`config.mk`:
```
export PLATFORM = sky130hd
export DESIGN_NAME = srrs_ctrl
export DESIGN_NICKNAME = d
export VERILOG_FILES = /design/src/srrs_pkg.sv /design/src/srrs_ctrl.sv
export SDC_FILE = /design/constraint.sdc
export NUM_CORES = 1
export LEC_CHECK = 0
export BUFFER_PORTS_ARGS = -buffer_cell sky130_fd_sc_hd__buf_2
export CORE_UTILIZATION = 48
export DETAILED_ROUTE_END_ITERATION = 8
export PLACE_DENSITY = 0.73
export SLEW_MARGIN = 20
export SYNTH_ARGS = -nofsm -noshare
export SYNTH_HDL_FRONTEND = slang
export SYNTH_SLANG_ARGS = --single-unit
```
`constraint.sdc`:
```
create_clock -name clk -period 1.7 [get_ports clk]
set_input_delay 0.17 -clock clk [delete_from_list [all_inputs] [get_ports clk]]
set_output_delay 0.17 -clock clk [all_outputs]
set_load 0.1 [all_outputs]
```
`src/srrs_pkg.sv`:
```
// shared types, command encodings and constants of the steering roll-rate servo loop
package srrs_pkg;

  localparam int ADDR_W = 5;
  localparam int DATA_W = 32;
  localparam int MUL_A_W = 27;
  localparam int MUL_B_W = 25;
  localparam int PROD_W = MUL_A_W + MUL_B_W;
  localparam int ACC_W = PROD_W + 1;

  localparam logic [23:0] STEER_GAIN_RST = 24'd1966;
  localparam logic [23:0] DIFF_GAIN_RST = 24'd491520;
  localparam logic [23:0] ROLL_GAIN_RST = 24'd3408;
  localparam logic [16:0] DIFF_ALPHA_RST = 17'd2621;
  localparam logic [6:0] NEUTRAL_RST = 7'd0;
  localparam logic [15:0] PPD_RST = 16'd2844;
  localparam logic [14:0] STEER_LIMIT_RST = 15'd11520;

  localparam logic [16:0] ALPHA_ONE = 17'd65536;
  localparam logic signed [ACC_W-1:0] FILT_RND = ACC_W'(32768);
  localparam logic signed [ACC_W-1:0] CMD_RND = ACC_W'(8388608);
  localparam logic signed [ACC_W-1:0] DELTA_RND = ACC_W'(2048);
  localparam logic signed [33:0] TRUNC_BIAS = 34'sd65535;
  localparam logic signed [18:0] PULSE_CENTER = 19'sd1500;
  localparam logic signed [18:0] PULSE_MIN = 19'sd1010;
  localparam logic signed [18:0] PULSE_MAX = 19'sd1990;
  localparam logic [10:0] STAGE_LEN = 11'd1000;
  // floor(x * 4096 / 1000) == (x * DUTY_RECIP) >> DUTY_SHIFT for x below 1024
  localparam logic signed [MUL_B_W-1:0] DUTY_RECIP = MUL_B_W'(536871);
  localparam int DUTY_SHIFT = 17;

  typedef enum logic [2:0] {
    REG_STEER_GAIN,
    REG_DIFF_GAIN,
    REG_ROLL_GAIN,
    REG_DIFF_ALPHA,
    REG_NEUTRAL,
    REG_PPD,
    REG_STEER_LIMIT
  } reg_idx_t;

  typedef struct packed {
    logic [23:0] steer_gain;
    logic [23:0] diff_gain_scaled;
    logic [23:0] roll_gain_per_tick;
    logic [16:0] diff_alpha;
    logic signed [6:0] neutral_offset;
    logic [15:0] pulse_per_degree;
    logic [14:0] steer_limit;
  } cfg_t;

  typedef enum logic [2:0] {
    MUL_NONE,
    MUL_FILT_OLD,
    MUL_FILT_NEW,
    MUL_DEV,
    MUL_FD,
    MUL_ROLL,
    MUL_PULSE,
    MUL_DUTY
  } mul_sel_t;

  typedef enum logic [2:0] {
    ACC_HOLD,
    ACC_FILT_LOAD,
    ACC_CMD_LOAD,
    ACC_DELTA_LOAD,
    ACC_ADD
  } acc_sel_t;

  typedef enum logic [2:0] {
    OP_NONE,
    OP_PREP,
    OP_FD,
    OP_CRR,
    OP_ANGLE,
    OP_PULSE,
    OP_OUT
  } dp_op_t;

  typedef struct packed {
    mul_sel_t mul;
    acc_sel_t acc;
    dp_op_t op;
  } dp_cmd_t;

  typedef struct packed {
    logic auto_mode;
    logic out_done;
  } dp_stat_t;

  localparam dp_cmd_t CMD_NONE = '{mul: MUL_NONE, acc: ACC_HOLD, op: OP_NONE};

endpackage

```
`src/srrs_ctrl.sv`:
```
// sequencer that steps one control tick through the shared multiplier datapath
module srrs_ctrl (
  input  logic                clk,
  input  logic                rst_n,
  input  logic                in_valid,
  output logic                in_stall,
  input  srrs_pkg::dp_stat_t  stat,
  output srrs_pkg::dp_cmd_t   cmd
);
  import srrs_pkg::*;

  typedef enum logic [4:0] {
    ST_IDLE,
    ST_PREP,
    ST_F1,
    ST_F2,
    ST_F3,
    ST_F4,
    ST_C1,
    ST_C2,
    ST_C3,
    ST_C4,
    ST_R1,
    ST_R2,
    ST_R3,
    ST_P1,
    ST_P2,
    ST_P3,
    ST_OUT
  } state_t;

  state_t  state_r, state_nxt;
  dp_cmd_t cmd_r;
  logic    in_stall_r;

  function automatic dp_cmd_t cmd_of(state_t s);
    dp_cmd_t c;
    c = CMD_NONE;
    unique case (s)
      ST_IDLE: c = CMD_NONE;
      ST_PREP: c.op = OP_PREP;
      ST_F1:   c.mul = MUL_FILT_OLD;
      ST_F2: begin
        c.mul = MUL_FILT_NEW;
        c.acc = ACC_FILT_LOAD;
      end
      ST_F3:   c.acc = ACC_ADD;
      ST_F4:   c.op = OP_FD;
      ST_C1:   c.mul = MUL_DEV;
      ST_C2: begin
        c.mul = MUL_FD;
        c.acc = ACC_CMD_LOAD;
      end
      ST_C3:   c.acc = ACC_ADD;
      ST_C4:   c.op = OP_CRR;
      ST_R1:   c.mul = MUL_ROLL;
      ST_R2:   c.acc = ACC_DELTA_LOAD;
      ST_R3:   c.op = OP_ANGLE;
      ST_P1:   c.mul = MUL_PULSE;
      ST_P2:   c.op = OP_PULSE;
      ST_P3:   c.mul = MUL_DUTY;
      ST_OUT:  c.op = OP_OUT;
      default: c = CMD_NONE;
    endcase
    return c;
  endfunction

  always_comb begin
    state_nxt = state_r;
    unique case (state_r)
      ST_IDLE: if (in_valid) state_nxt = ST_PREP;
      ST_PREP: state_nxt = stat.auto_mode ? ST_F1 : ST_P1;
      ST_F1:   state_nxt = ST_F2;
      ST_F2:   state_nxt = ST_F3;
      ST_F3:   state_nxt = ST_F4;
      ST_F4:   state_nxt = ST_C1;
      ST_C1:   state_nxt = ST_C2;
      ST_C2:   state_nxt = ST_C3;
      ST_C3:   state_nxt = ST_C4;
      ST_C4:   state_nxt = ST_R1;
      ST_R1:   state_nxt = ST_R2;
      ST_R2:   state_nxt = ST_R3;
      ST_R3:   state_nxt = ST_P1;
      ST_P1:   state_nxt = ST_P2;
      ST_P2:   state_nxt = ST_P3;
      ST_P3:   state_nxt = ST_OUT;
      ST_OUT:  if (stat.out_done) state_nxt = ST_IDLE;
      default: state_nxt = ST_IDLE;
    endcase
  end

  always_ff @(posedge clk) begin
    if (!rst_n) begin
      state_r    <= ST_IDLE;
      cmd_r      <= CMD_NONE;
      in_stall_r <= 1'b0;
    end else begin
      state_r    <= state_nxt;
      cmd_r      <= cmd_of(state_nxt);
      in_stall_r <= (state_nxt != ST_IDLE);
    end
  end

  assign cmd      = cmd_r;
  assign in_stall = in_stall_r;

endmodule

```
==> metrics.cfg <==
[timing]
period_needed_ps=1770
layout_setup_ws_ps=-65.3
fin_crit_sh=1.04
finClkSkew_ps=1.38
slew_viol_final=0
rsz0062_at_grt=yes
hold_violations=0
setup_viol=3
slew_headroom=0.681
worst_slew_pin_slew_ps=474
fmaxAchievable_ghz=0.566

[grt]
grt_pass1_wl_mm=3.35
top_usage_layer=met2
gr-usage-met3=0.0500
grt_usage=0.242
grt_use_met1=0.327
antenna_found_initial=0
grt_pass1_vias=734
grt-ovfl-total=0
grt_start_max_net_pins=12
grtUsageMet2=0.379

[synth]
synth_area_sq_um=845
synthSimpleGateAreaFrac=0.259
ys_ff_latch=15
synth-async-reset-ratio=0
synth_flop_cell=dfxtp_1
syn_inst=98
yosysWarnings=0
synth_mux_area_frac=0.0430
netlist_top_cells_area=dfxtp_1, nor2b_1, a22oi_1
syn_avg_cell_area_sq_um=8.62
syn_nets=103
synth_compound_area_frac=0.264
synth_top_family_by_area=compound AO/OA/AOI/OAI gates
ys_types=43
yosys.area_share.adder=0
synth_edf_count=0
synth_area_leader_cell=dfxtp_1
yosys.area.top_type_share=0.356
yosysSeqAreaShare=0.356
synth_xor_area_frac=0.0207

[clock_network]
cts_buffer_depth=2
cts_tree=yes
clk_latency_ps=280
cts-root-buf=clkbuf_4
clk_pin_slew_ps=100
cts_buffers=3
htreeDepth=1
clkSinkCount=15

[hold_path]
min_to=in_stall$_SDFF_PN0_
hold_class=primary input to flop
hp-start=rst_n
whs_path_depth=2

[drt]
via_per_inst=6.20
drt-total-wl_mm=2.22
num_vias=893
drcViolationCount=2
drtPass1Iterations=6
drt_iter0_drc=48
wl_per_cell_um=15.4
drtAntennaViolNets=0

[floorplan]
start_util=0.536
fp-row-count=14
die-area_sq_mm=0.00193
die_y_um=43.9
die_w_um=43.9
coreArea_sq_mm=0.00158
io_pins=15

[final_layout]
fin_nets=134
drive_gt1_frac=0.398
antenna_cells=0
nFillCells=116
multiInputGateArea_sq_um=526
finalNonFillerCells=144
area_delta_synth_final_pct=31.1
regArea_sq_um=308

[setup_path]
crit_arrival_ps=1940
worstPathRequired_ps=1880
cp_max_fo=8
critical_path_class=flop to flop
timing.rr.end=in_stall$_SDFF_PN0_
worstSetupEndpointType=flop
r2r-start=state_r[2]$_SDFF_PN0_
reg2reg_slack_ps=-70
rr_worst_depth=4
cp-start-kind=flop

[placement]
io_buffer_count=14
dp_hpwl_mm=1.59
routabilityCongestion=0.873
place_inst=138

[outcome]
status=finished, violations left
violations=DRC, setup timing

[pwr]
powerDensity_mw_per_mm2=1290
ir_drop_v=0.000775
total_power_mw=1.43
cellLeakagePower_nw=0.505

[job]
cap_violations=0

==> per-stage QoR <==
step	setup TNS [ps]	hold slack, ps	worst slack (ps)	instance area, sq um	util
final	-97.7	194	-65.3	1110	0.702
after global routing	-148	183	-97.1	1110	0.702
after CTS	-4.11	193	-4.11	1090	0.694
after detailed placement	-155	495	-84.4	1040	0.657
after global placement	-106	486	-49.5	1040	0.657
after floorplan	0	287	12.2	852	-
==> report_power, final <==
group          leakage [nW]  internal, mW  switching, mW
registers             0.124         0.403         0.0433
logic                 0.366         0.280          0.492
clock network        0.0150        0.0910          0.123
==> what timing repair did <==
item / CTS / global route
endpoints found under the hold margin: 0 / 0
buffers inserted: 1 / 1
setup endpoints to repair: 3 / 5
pin swaps: 0 / 2
gates cloned: 0 / 0
hold buffers: 0 / 0
resized for setup: 7 / 1
==> synthesized netlist by cell type, types with 2 or more instances <==
cell / n
a211oi_1: 2
a21o_1: 2
a21oi_1: 4
a22oi_1: 4
a32oi_1: 2
and2_1: 2
buf_2: 3
clkbuf_1: 2
dfxtp_1: 15
inv_1: 4
nand2_1: 3
nor2_1: 8
nor2b_1: 8
nor3_1: 3
nor3b_1: 2
nor4_1: 2
o211ai_1: 3
o21a_1: 2
or2_2: 2
or3_1: 2
==> per-layer routing <==
layer  share of wire  vias up
li1                -      424
met1            0.43      414
met2            0.47       47
met3           0.082        8
met4           0.019        0
met5               0        -
==> cells in the final DEF (no fill, tap or decap), types with 2 or more instances in the layout <==
cell type   n
a211oi_1    2
a21o_1      2
a21oi_1     4
a22oi_1     4
and2_1      2
buf_2      14
buf_4      19
clkbuf_4    3
dfxtp_1    11
dfxtp_2     3
inv_1       4
nand2_1     3
nor2_1      8
nor2b_1     8
nor3_1      3
nor3b_1     2
o211ai_1    3
o21a_1      2
or2_2       2
or3_1       2
==> critical path, cell delays in order (launching register included) <==
cell	delay (ps)
dfxtp_4	380
nor4_1	470
o32a_1	280
o2111ai_1	230
o31a_1	300
==> sequential cells by signal (all words and copies together), names as in the netlist <==
signal	count
in_stall	1
cmd	9
state_r	5
==> worst max-delay path by stage <==
stage	startpoint	to	slack [ps]	cells past startpoint
floorplan	state_r[2]$_SDFF_PN0_	cmd[4]$_SDFF_PN0_	10	5
finish	state_r[2]$_SDFF_PN0_	in_stall$_SDFF_PN0_	-70	4
CTS	state_r[2]$_SDFF_PN0_	cmd[4]$_SDFF_PN0_	-4	4
global placement	state_r[2]$_SDFF_PN0_	cmd[0]$_SDFF_PN0_	-50	4
global route	state_r[2]$_SDFF_PN0_	cmd[4]$_SDFF_PN0_	-100	4
detailed placement	state_r[1]$_SDFF_PN0_	cmd[4]$_SDFF_PN0_	-80	5
==> cells by family after synthesis <==
group	count (synthesis)
flops	15
buf+inv	11
simple gates	38
compound gates	29
xor+xnor	2
mux	3
==> layout make-up <==
class,instances,share of cell area
tap,16,0.0181
multi-input combinational,72,0.475
inverter,4,0.0136
sequential,15,0.278
timing repair buffer,33,0.192
clock buffer,4,0.0237
Note: power is estimated with default switching activity, not from simulation.
