===== src/srrs_pkg.sv =====
// shared types, command encodings and constants of the steering roll-rate servo loop
package srrs_pkg;

  localparam int ADDR_W = 5;
  localparam int DATA_W = 32;
  localparam int MUL_A_W = 27;
  localparam int MUL_B_W = 25;
  localparam int PROD_W = MUL_A_W + MUL_B_W;
  localparam int ACC_W = PROD_W + 1;

  localparam logic [23:0] STEER_GAIN_RST = 24'd1966;
  localparam logic [23:0] DIFF_GAIN_RST = 24'd491520;
  localparam logic [23:0] ROLL_GAIN_RST = 24'd3408;
  localparam logic [16:0] DIFF_ALPHA_RST = 17'd2621;
  localparam logic [6:0] NEUTRAL_RST = 7'd0;
  localparam logic [15:0] PPD_RST = 16'd2844;
  localparam logic [14:0] STEER_LIMIT_RST = 15'd11520;

  localparam logic [16:0] ALPHA_ONE = 17'd65536;
  localparam logic signed [ACC_W-1:0] FILT_RND = ACC_W'(32768);
  localparam logic signed [ACC_W-1:0] CMD_RND = ACC_W'(8388608);
  localparam logic signed [ACC_W-1:0] DELTA_RND = ACC_W'(2048);
  localparam logic signed [33:0] TRUNC_BIAS = 34'sd65535;
  localparam logic signed [18:0] PULSE_CENTER = 19'sd1500;
  localparam logic signed [18:0] PULSE_MIN = 19'sd1010;
  localparam logic signed [18:0] PULSE_MAX = 19'sd1990;
  localparam logic [10:0] STAGE_LEN = 11'd1000;
  // floor(x * 4096 / 1000) == (x * DUTY_RECIP) >> DUTY_SHIFT for x below 1024
  localparam logic signed [MUL_B_W-1:0] DUTY_RECIP = MUL_B_W'(536871);
  localparam int DUTY_SHIFT = 17;

  typedef enum logic [2:0] {
    REG_STEER_GAIN,
    REG_DIFF_GAIN,
    REG_ROLL_GAIN,
    REG_DIFF_ALPHA,
    REG_NEUTRAL,
    REG_PPD,
    REG_STEER_LIMIT
  } reg_idx_t;

  typedef struct packed {
    logic [23:0] steer_gain;
    logic [23:0] diff_gain_scaled;
    logic [23:0] roll_gain_per_tick;
    logic [16:0] diff_alpha;
    logic signed [6:0] neutral_offset;
    logic [15:0] pulse_per_degree;
    logic [14:0] steer_limit;
  } cfg_t;

  typedef enum logic [2:0] {
    MUL_NONE,
    MUL_FILT_OLD,
    MUL_FILT_NEW,
    MUL_DEV,
    MUL_FD,
    MUL_ROLL,
    MUL_PULSE,
    MUL_DUTY
  } mul_sel_t;

  typedef enum logic [2:0] {
    ACC_HOLD,
    ACC_FILT_LOAD,
    ACC_CMD_LOAD,
    ACC_DELTA_LOAD,
    ACC_ADD
  } acc_sel_t;

  typedef enum logic [2:0] {
    OP_NONE,
    OP_PREP,
    OP_FD,
    OP_CRR,
    OP_ANGLE,
    OP_PULSE,
    OP_OUT
  } dp_op_t;

  typedef struct packed {
    mul_sel_t mul;
    acc_sel_t acc;
    dp_op_t op;
  } dp_cmd_t;

  typedef struct packed {
    logic auto_mode;
    logic out_done;
  } dp_stat_t;

  localparam dp_cmd_t CMD_NONE = '{mul: MUL_NONE, acc: ACC_HOLD, op: OP_NONE};

endpackage


===== src/srrs_cfg.sv =====
// apb register file holding the loop gains, trim and limits
module srrs_cfg (
  input  logic                        clk,
  input  logic                        rst_n,
  input  logic                        psel,
  input  logic                        penable,
  input  logic                        pwrite,
  input  logic [srrs_pkg::ADDR_W-1:0] paddr,
  input  logic [srrs_pkg::DATA_W-1:0] pwdata,
  output logic [srrs_pkg::DATA_W-1:0] prdata,
  output logic                        pready,
  output srrs_pkg::cfg_t              cfg
);
  import srrs_pkg::*;

  cfg_t     cfg_r;
  reg_idx_t idx;
  logic     wr_en;

  assign idx    = reg_idx_t'(paddr[ADDR_W-1:2]);
  assign wr_en  = psel && penable && pwrite;
  assign pready = 1'b1;
  assign cfg    = cfg_r;

  always_ff @(posedge clk) begin
    if (!rst_n) begin
      cfg_r.steer_gain         <= STEER_GAIN_RST;
      cfg_r.diff_gain_scaled   <= DIFF_GAIN_RST;
      cfg_r.roll_gain_per_tick <= ROLL_GAIN_RST;
      cfg_r.diff_alpha         <= DIFF_ALPHA_RST;
      cfg_r.neutral_offset     <= NEUTRAL_RST;
      cfg_r.pulse_per_degree   <= PPD_RST;
      cfg_r.steer_limit        <= STEER_LIMIT_RST;
    end else if (wr_en) begin
      unique case (idx)
        REG_STEER_GAIN:  cfg_r.steer_gain         <= pwdata[23:0];
        REG_DIFF_GAIN:   cfg_r.diff_gain_scaled   <= pwdata[23:0];
        REG_ROLL_GAIN:   cfg_r.roll_gain_per_tick <= pwdata[23:0];
        REG_DIFF_ALPHA:  cfg_r.diff_alpha         <= pwdata[16:0];
        REG_NEUTRAL:     cfg_r.neutral_offset     <= pwdata[6:0];
        REG_PPD:         cfg_r.pulse_per_degree   <= pwdata[15:0];
        REG_STEER_LIMIT: cfg_r.steer_limit        <= pwdata[14:0];
        default: ;
      endcase
    end
  end

  always_comb begin
    prdata = '0;
    unique case (idx)
      REG_STEER_GAIN:  prdata = DATA_W'(cfg_r.steer_gain);
      REG_DIFF_GAIN:   prdata = DATA_W'(cfg_r.diff_gain_scaled);
      REG_ROLL_GAIN:   prdata = DATA_W'(cfg_r.roll_gain_per_tick);
      REG_DIFF_ALPHA:  prdata = DATA_W'(cfg_r.diff_alpha);
      REG_NEUTRAL:     prdata = DATA_W'(cfg_r.neutral_offset);
      REG_PPD:         prdata = DATA_W'(cfg_r.pulse_per_degree);
      REG_STEER_LIMIT: prdata = DATA_W'(cfg_r.steer_limit);
      default:         prdata = '0;
    endcase
  end

endmodule


===== config.mk =====
export PLATFORM = sky130hd
export DESIGN_NAME = srrs_cfg
export DESIGN_NICKNAME = d
export VERILOG_FILES = /design/src/srrs_pkg.sv /design/src/srrs_cfg.sv
export SDC_FILE = /design/constraint.sdc
export NUM_CORES = 1
export LEC_CHECK = 0
export BUFFER_PORTS_ARGS = -buffer_cell sky130_fd_sc_hd__clkbuf_2
export CORE_MARGIN = 3
export CORE_UTILIZATION = 35
export CTS_CLUSTER_DIAMETER = 150
export DETAILED_ROUTE_END_ITERATION = 16
export SLEW_MARGIN = 5
export SYNTH_ARGS = -nofsm -noshare
export SYNTH_HDL_FRONTEND = slang
export SYNTH_SLANG_ARGS = --single-unit

===== constraint.sdc =====
create_clock -name clk -period 2.5 [get_ports clk]
set_clock_uncertainty 0.15 [all_clocks]
set_input_delay 0.375 -clock clk [delete_from_list [all_inputs] [get_ports clk]]
set_output_delay 0.375 -clock clk [all_outputs]
set_load 0.005 [all_outputs]

==> flow_summary.rst <==
.. list-table::
   :header-rows: 1

   * - Metric
     - Value
   * - Outcome
     - finished clean
   * - Number of input and output port buffers inserted
     - 190
   * - Unique cell type count in the Yosys netlist
     - 38
   * - Max_slew headroom
     - about three fifths
   * - Setup CP Type
     - input pin to primary output
   * - Largest net degree at the start of global routing
     - 48
   * - Die outline area
     - approximately 0.019 mm²
   * - Global-route wire length before repair
     - 30,100 µm
   * - Row count
     - 47
   * - Hold violation total from the final report
     - 0
   * - Worst slew pin tran
     - ~0.60 ns
   * - Top cell type by total area after synthesis
     - sky130_fd_sc_hd__dfxtp_1
   * - Root buffer selected by CTS
     - sky130_fd_sc_hd__clkbuf_16
   * - Synth Warn #
     - 0
   * - CTS tree
     - built
   * - Leading cell types by total area after synthesis
     - sky130_fd_sc_hd__dfxtp_1 43%, sky130_fd_sc_hd__mux2i_1 17%, sky130_fd_sc_hd__nand2_1 7.8%, sky130_fd_sc_hd__mux2_2 3.4%, sky130_fd_sc_hd__o21ai_0 2.9%
   * - Final routed DRC violation total
     - 0
   * - Global-route usage over all layers
     - 21.3%
   * - Design Power
     - just over 5 mW
   * - Worst R2R Start
     - cfg[37]$_SDFFE_PN0P_
   * - Number of buffers added by the clock tree synthesis step
     - 17
   * - Clock Sinks
     - between 100 and 150
   * - Count of pins over their slew limit
     - 0
   * - Startpoint class of the critical path
     - input pin
   * - Filler cell count
     - 1,650
   * - Netlist area before placement
     - 0.00594 mm²
   * - Post-CTS Resized
     - 0
   * - Ys async rst share
     - 0%
   * - Via density per instance
     - 5.20
   * - CP arrival
     - 1.88 ns
   * - Post-route standard cell area excluding fillers
     - 0.00778 mm²
   * - Area share of the largest cell type after synthesis
     - 42.8%
   * - Sum Neg Setup Slack
     - 0 ns
   * - Number of enable flip-flop cells after synthesis
     - 0
   * - Final critical-path required period
     - 2.40 ns
   * - Remaining global-route overflow
     - 0
   * - Post-DP HPWL
     - between 10,000 and 15,000 µm
   * - Average cell area after synthesis
     - between 9 and 10 µm²
   * - Number of flip-flops under the largest register name
     - ~130
   * - Placeable Area
     - between 0.015 and 0.02 mm²
   * - Endpoint kind of the worst setup timing path
     - primary output
   * - Setup fix buffers added after clock tree synthesis
     - 0
   * - Maximum net fanout on the critical path
     - 11
   * - Hold Path Class
     - input pin to register
   * - Number of iterations in the first detailed-routing pass
     - 5
   * - Area Growth Syn to Fin
     - 31.0%
   * - Post-Route Utilization
     - 46.9%
   * - Clock insertion delay at the later pin of the skew report
     - 0.42 ns
   * - Instance area at placement
     - approximately 0.007 mm²
   * - Hold_buf cts
     - 0
   * - Reg2reg path depth
     - 3
   * - Share of the yosys chip area belonging to registers
     - 42.8%
   * - Vias in the first global route
     - 5,173
   * - Share of layout cells above drive strength 1
     - 35.2%
   * - Leakage Power
     - 3.58 nW
   * - Dpl ws
     - 0.165 ns
   * - Count of H-tree levels built during CTS
     - 4
   * - Detailed-route wire length per cell
     - between 15 and 20 µm
   * - P per Cell Area
     - roughly 650 mW/mm²
   * - F_max
     - roughly 420 MHz
   * - Number of setup violations in the final report
     - 0
   * - Antenna diode count
     - 0
   * - Main flop type after synthesis
     - sky130_fd_sc_hd__dfxtp_1
   * - Part of the cycle the worst path needs
     - 96.1%
   * - CTS clk-pin slew, worst paths
     - 0.06 ns
   * - Setup repair after global routing missed its margin
     - no
   * - Antenna violation net count after detailed routing
     - 0
   * - Number of max-cap violations
     - 0
   * - Die extent in x
     - 136 µm
   * - Internal reg-to-reg setup slack
     - 1.38 ns
   * - First element of the critical path
     - paddr[3]
   * - Post-layout nets
     - 855
   * - Total I/O pin count
     - ~200
   * - Total wirelength of the detailed-routed design
     - 19,800 µm
   * - Gate Count Post-Synth
     - between 600 and 700
   * - Clock tree buffer depth
     - 2
   * - Number of antenna violations at the first check in global routing
     - 0
   * - Number of nets in the synthesized netlist
     - 669
   * - Worst ir drop on vdd
     - 0.635 mV
   * - Critical Path End
     - prdata[2]
   * - Req. time, crit path
     - 1.98 ns
   * - GP Congestion
     - slightly below 0.8
   * - Chip Height
     - about 140 µm
   * - Final WS setup
     - 0.0970 ns
   * - R2r endpoint
     - cfg[37]$_SDFFE_PN0P_
   * - Total via count after detailed routing
     - 5,440
   * - Detailed Route Iter0 Violations
     - ~280
   * - Effective utilization at floorplan
     - between 30 and 40%
   * - Number of synthesized register bits
     - about 130
[cell usage after synthesis (5+ instances only)]
library cell and count:
sky130_fd_sc_hd__mux2i_1 102, sky130_fd_sc_hd__clkbuf_1 27, sky130_fd_sc_hd__o31ai_1 5, sky130_fd_sc_hd__buf_2 13
sky130_fd_sc_hd__o311ai_0 5, sky130_fd_sc_hd__o22ai_1 11, sky130_fd_sc_hd__buf_4 13, sky130_fd_sc_hd__o211ai_1 23
sky130_fd_sc_hd__buf_6 8, sky130_fd_sc_hd__a221oi_1 17, sky130_fd_sc_hd__o21ai_0 35, sky130_fd_sc_hd__a31oi_1 5
sky130_fd_sc_hd__inv_1 18, sky130_fd_sc_hd__a22oi_1 22, sky130_fd_sc_hd__nand3_1 10, sky130_fd_sc_hd__dfxtp_1 127
sky130_fd_sc_hd__mux2_2 18, sky130_fd_sc_hd__nor2b_1 12, sky130_fd_sc_hd__o21a_1 5, sky130_fd_sc_hd__mux4_2 5
sky130_fd_sc_hd__nand2_1 124
[through the flow]
step | cells | hold slack, ns
6_report | 1046 | 0.0651
5_1_grt | 1046 | 0.0706
4_1_cts | 1046 | 0.0454
3_5_place_dp | 1014 | 0.310
3_3_place_gp | 1014 | 0.307
2_1_floorplan | 627 | 0.310
[cells by family after synthesis]
kind of cell	synth area share, %
AOI/OAI and AO/OA	15.1
muxes	22.5
and+or+nand+nor	12.3
DFF	42.8
buffers and inverters	7.24
other	0.0631
[worst max-delay path, stage by stage]
cell                       delay, ns
sky130_fd_sc_hd__clkbuf_2       0.23
sky130_fd_sc_hd__buf_4          0.21
sky130_fd_sc_hd__and2b_1        0.52
sky130_fd_sc_hd__a221oi_1       0.16
sky130_fd_sc_hd__o22ai_1        0.21
sky130_fd_sc_hd__clkbuf_2       0.15
[power by group]
part           switching (mW)  leakage, nW  internal [mW]  total (mW)
Clock                   0.965        0.295           1.62        2.59
Sequential             0.0155         1.03           2.04        2.06
Combinational           0.249         2.26          0.156       0.405
[routing by layer]
layer	up-vias	global-route usage, %	part of all wire (%)
li1	2604	-	-
met3	21	6.37	8.4
met2	211	33.2	46
met4	0	6.66	1.5
met5	-	0	0
met1	2604	28.4	44
[worst min-delay path by stage]
stage                               from                    end  slack [ns]  depth (start not counted)
finish                         pwdata[7]  cfg[110]$_SDFFE_PN1P_        0.07                          3
global route                  pwdata[17]   cfg[96]$_SDFFE_PN1P_        0.07                          3
CTS                            pwdata[7]  cfg[110]$_SDFFE_PN1P_        0.05                          3
detailed placement  cfg[67]$_SDFFE_PN0P_   cfg[67]$_SDFFE_PN0P_        0.31                          2
global placement    cfg[64]$_SDFFE_PN0P_   cfg[64]$_SDFFE_PN0P_        0.31                          2
floorplan           cfg[64]$_SDFFE_PN0P_   cfg[64]$_SDFFE_PN0P_        0.31                          2
[layout by cell type (no fill, tap or decap), types with 2 or more instances in the layout]
cell type / Yosys / routed
sky130_fd_sc_hd__clkinv_4: 0 / 3
sky130_fd_sc_hd__nor2b_1: 12 / 12
sky130_fd_sc_hd__o31ai_1: 5 / 5
sky130_fd_sc_hd__o21ai_0: 35 / 35
sky130_fd_sc_hd__nand2b_1: 2 / 2
sky130_fd_sc_hd__mux4_2: 5 / 5
sky130_fd_sc_hd__a221oi_1: 17 / 17
sky130_fd_sc_hd__a22oi_1: 22 / 22
sky130_fd_sc_hd__clkinv_2: 0 / 3
sky130_fd_sc_hd__nand2_1: 124 / 124
sky130_fd_sc_hd__clkbuf_2: 1 / 189
sky130_fd_sc_hd__nor2_1: 2 / 2
sky130_fd_sc_hd__buf_12: 0 / 5
sky130_fd_sc_hd__nor2_4: 2 / 2
sky130_fd_sc_hd__mux2_2: 18 / 18
sky130_fd_sc_hd__clkbuf_8: 0 / 2
sky130_fd_sc_hd__nand2_2: 2 / 2
sky130_fd_sc_hd__clkbuf_16: 0 / 17
sky130_fd_sc_hd__buf_4: 13 / 35
sky130_fd_sc_hd__nand3_1: 10 / 10
sky130_fd_sc_hd__inv_1: 18 / 18
sky130_fd_sc_hd__a31oi_1: 5 / 5
sky130_fd_sc_hd__o22ai_1: 11 / 11
sky130_fd_sc_hd__clkinvlp_4: 0 / 3
sky130_fd_sc_hd__mux2i_1: 102 / 102
sky130_fd_sc_hd__dfxtp_1: 127 / 127
sky130_fd_sc_hd__o211ai_1: 23 / 23
sky130_fd_sc_hd__and2b_1: 2 / 2
sky130_fd_sc_hd__bufinv_16: 0 / 3
sky130_fd_sc_hd__o21a_1: 5 / 5
sky130_fd_sc_hd__o311ai_0: 5 / 5
[cell type report]
cell class                      instances  area, µm²  area share (%)
Clock buffer                           19        453            5.82
Clock inverter                         13        163            2.09
Inverter                               19       71.3           0.917
Multi-Input combinational cell        419       2970            38.1
Sequential cell                       127       2540            32.7
Tap cell                              220        275            3.54
Timing Repair Buffer                  229       1310            16.8
No activity file was read; power rests on OpenSTA's default activity.
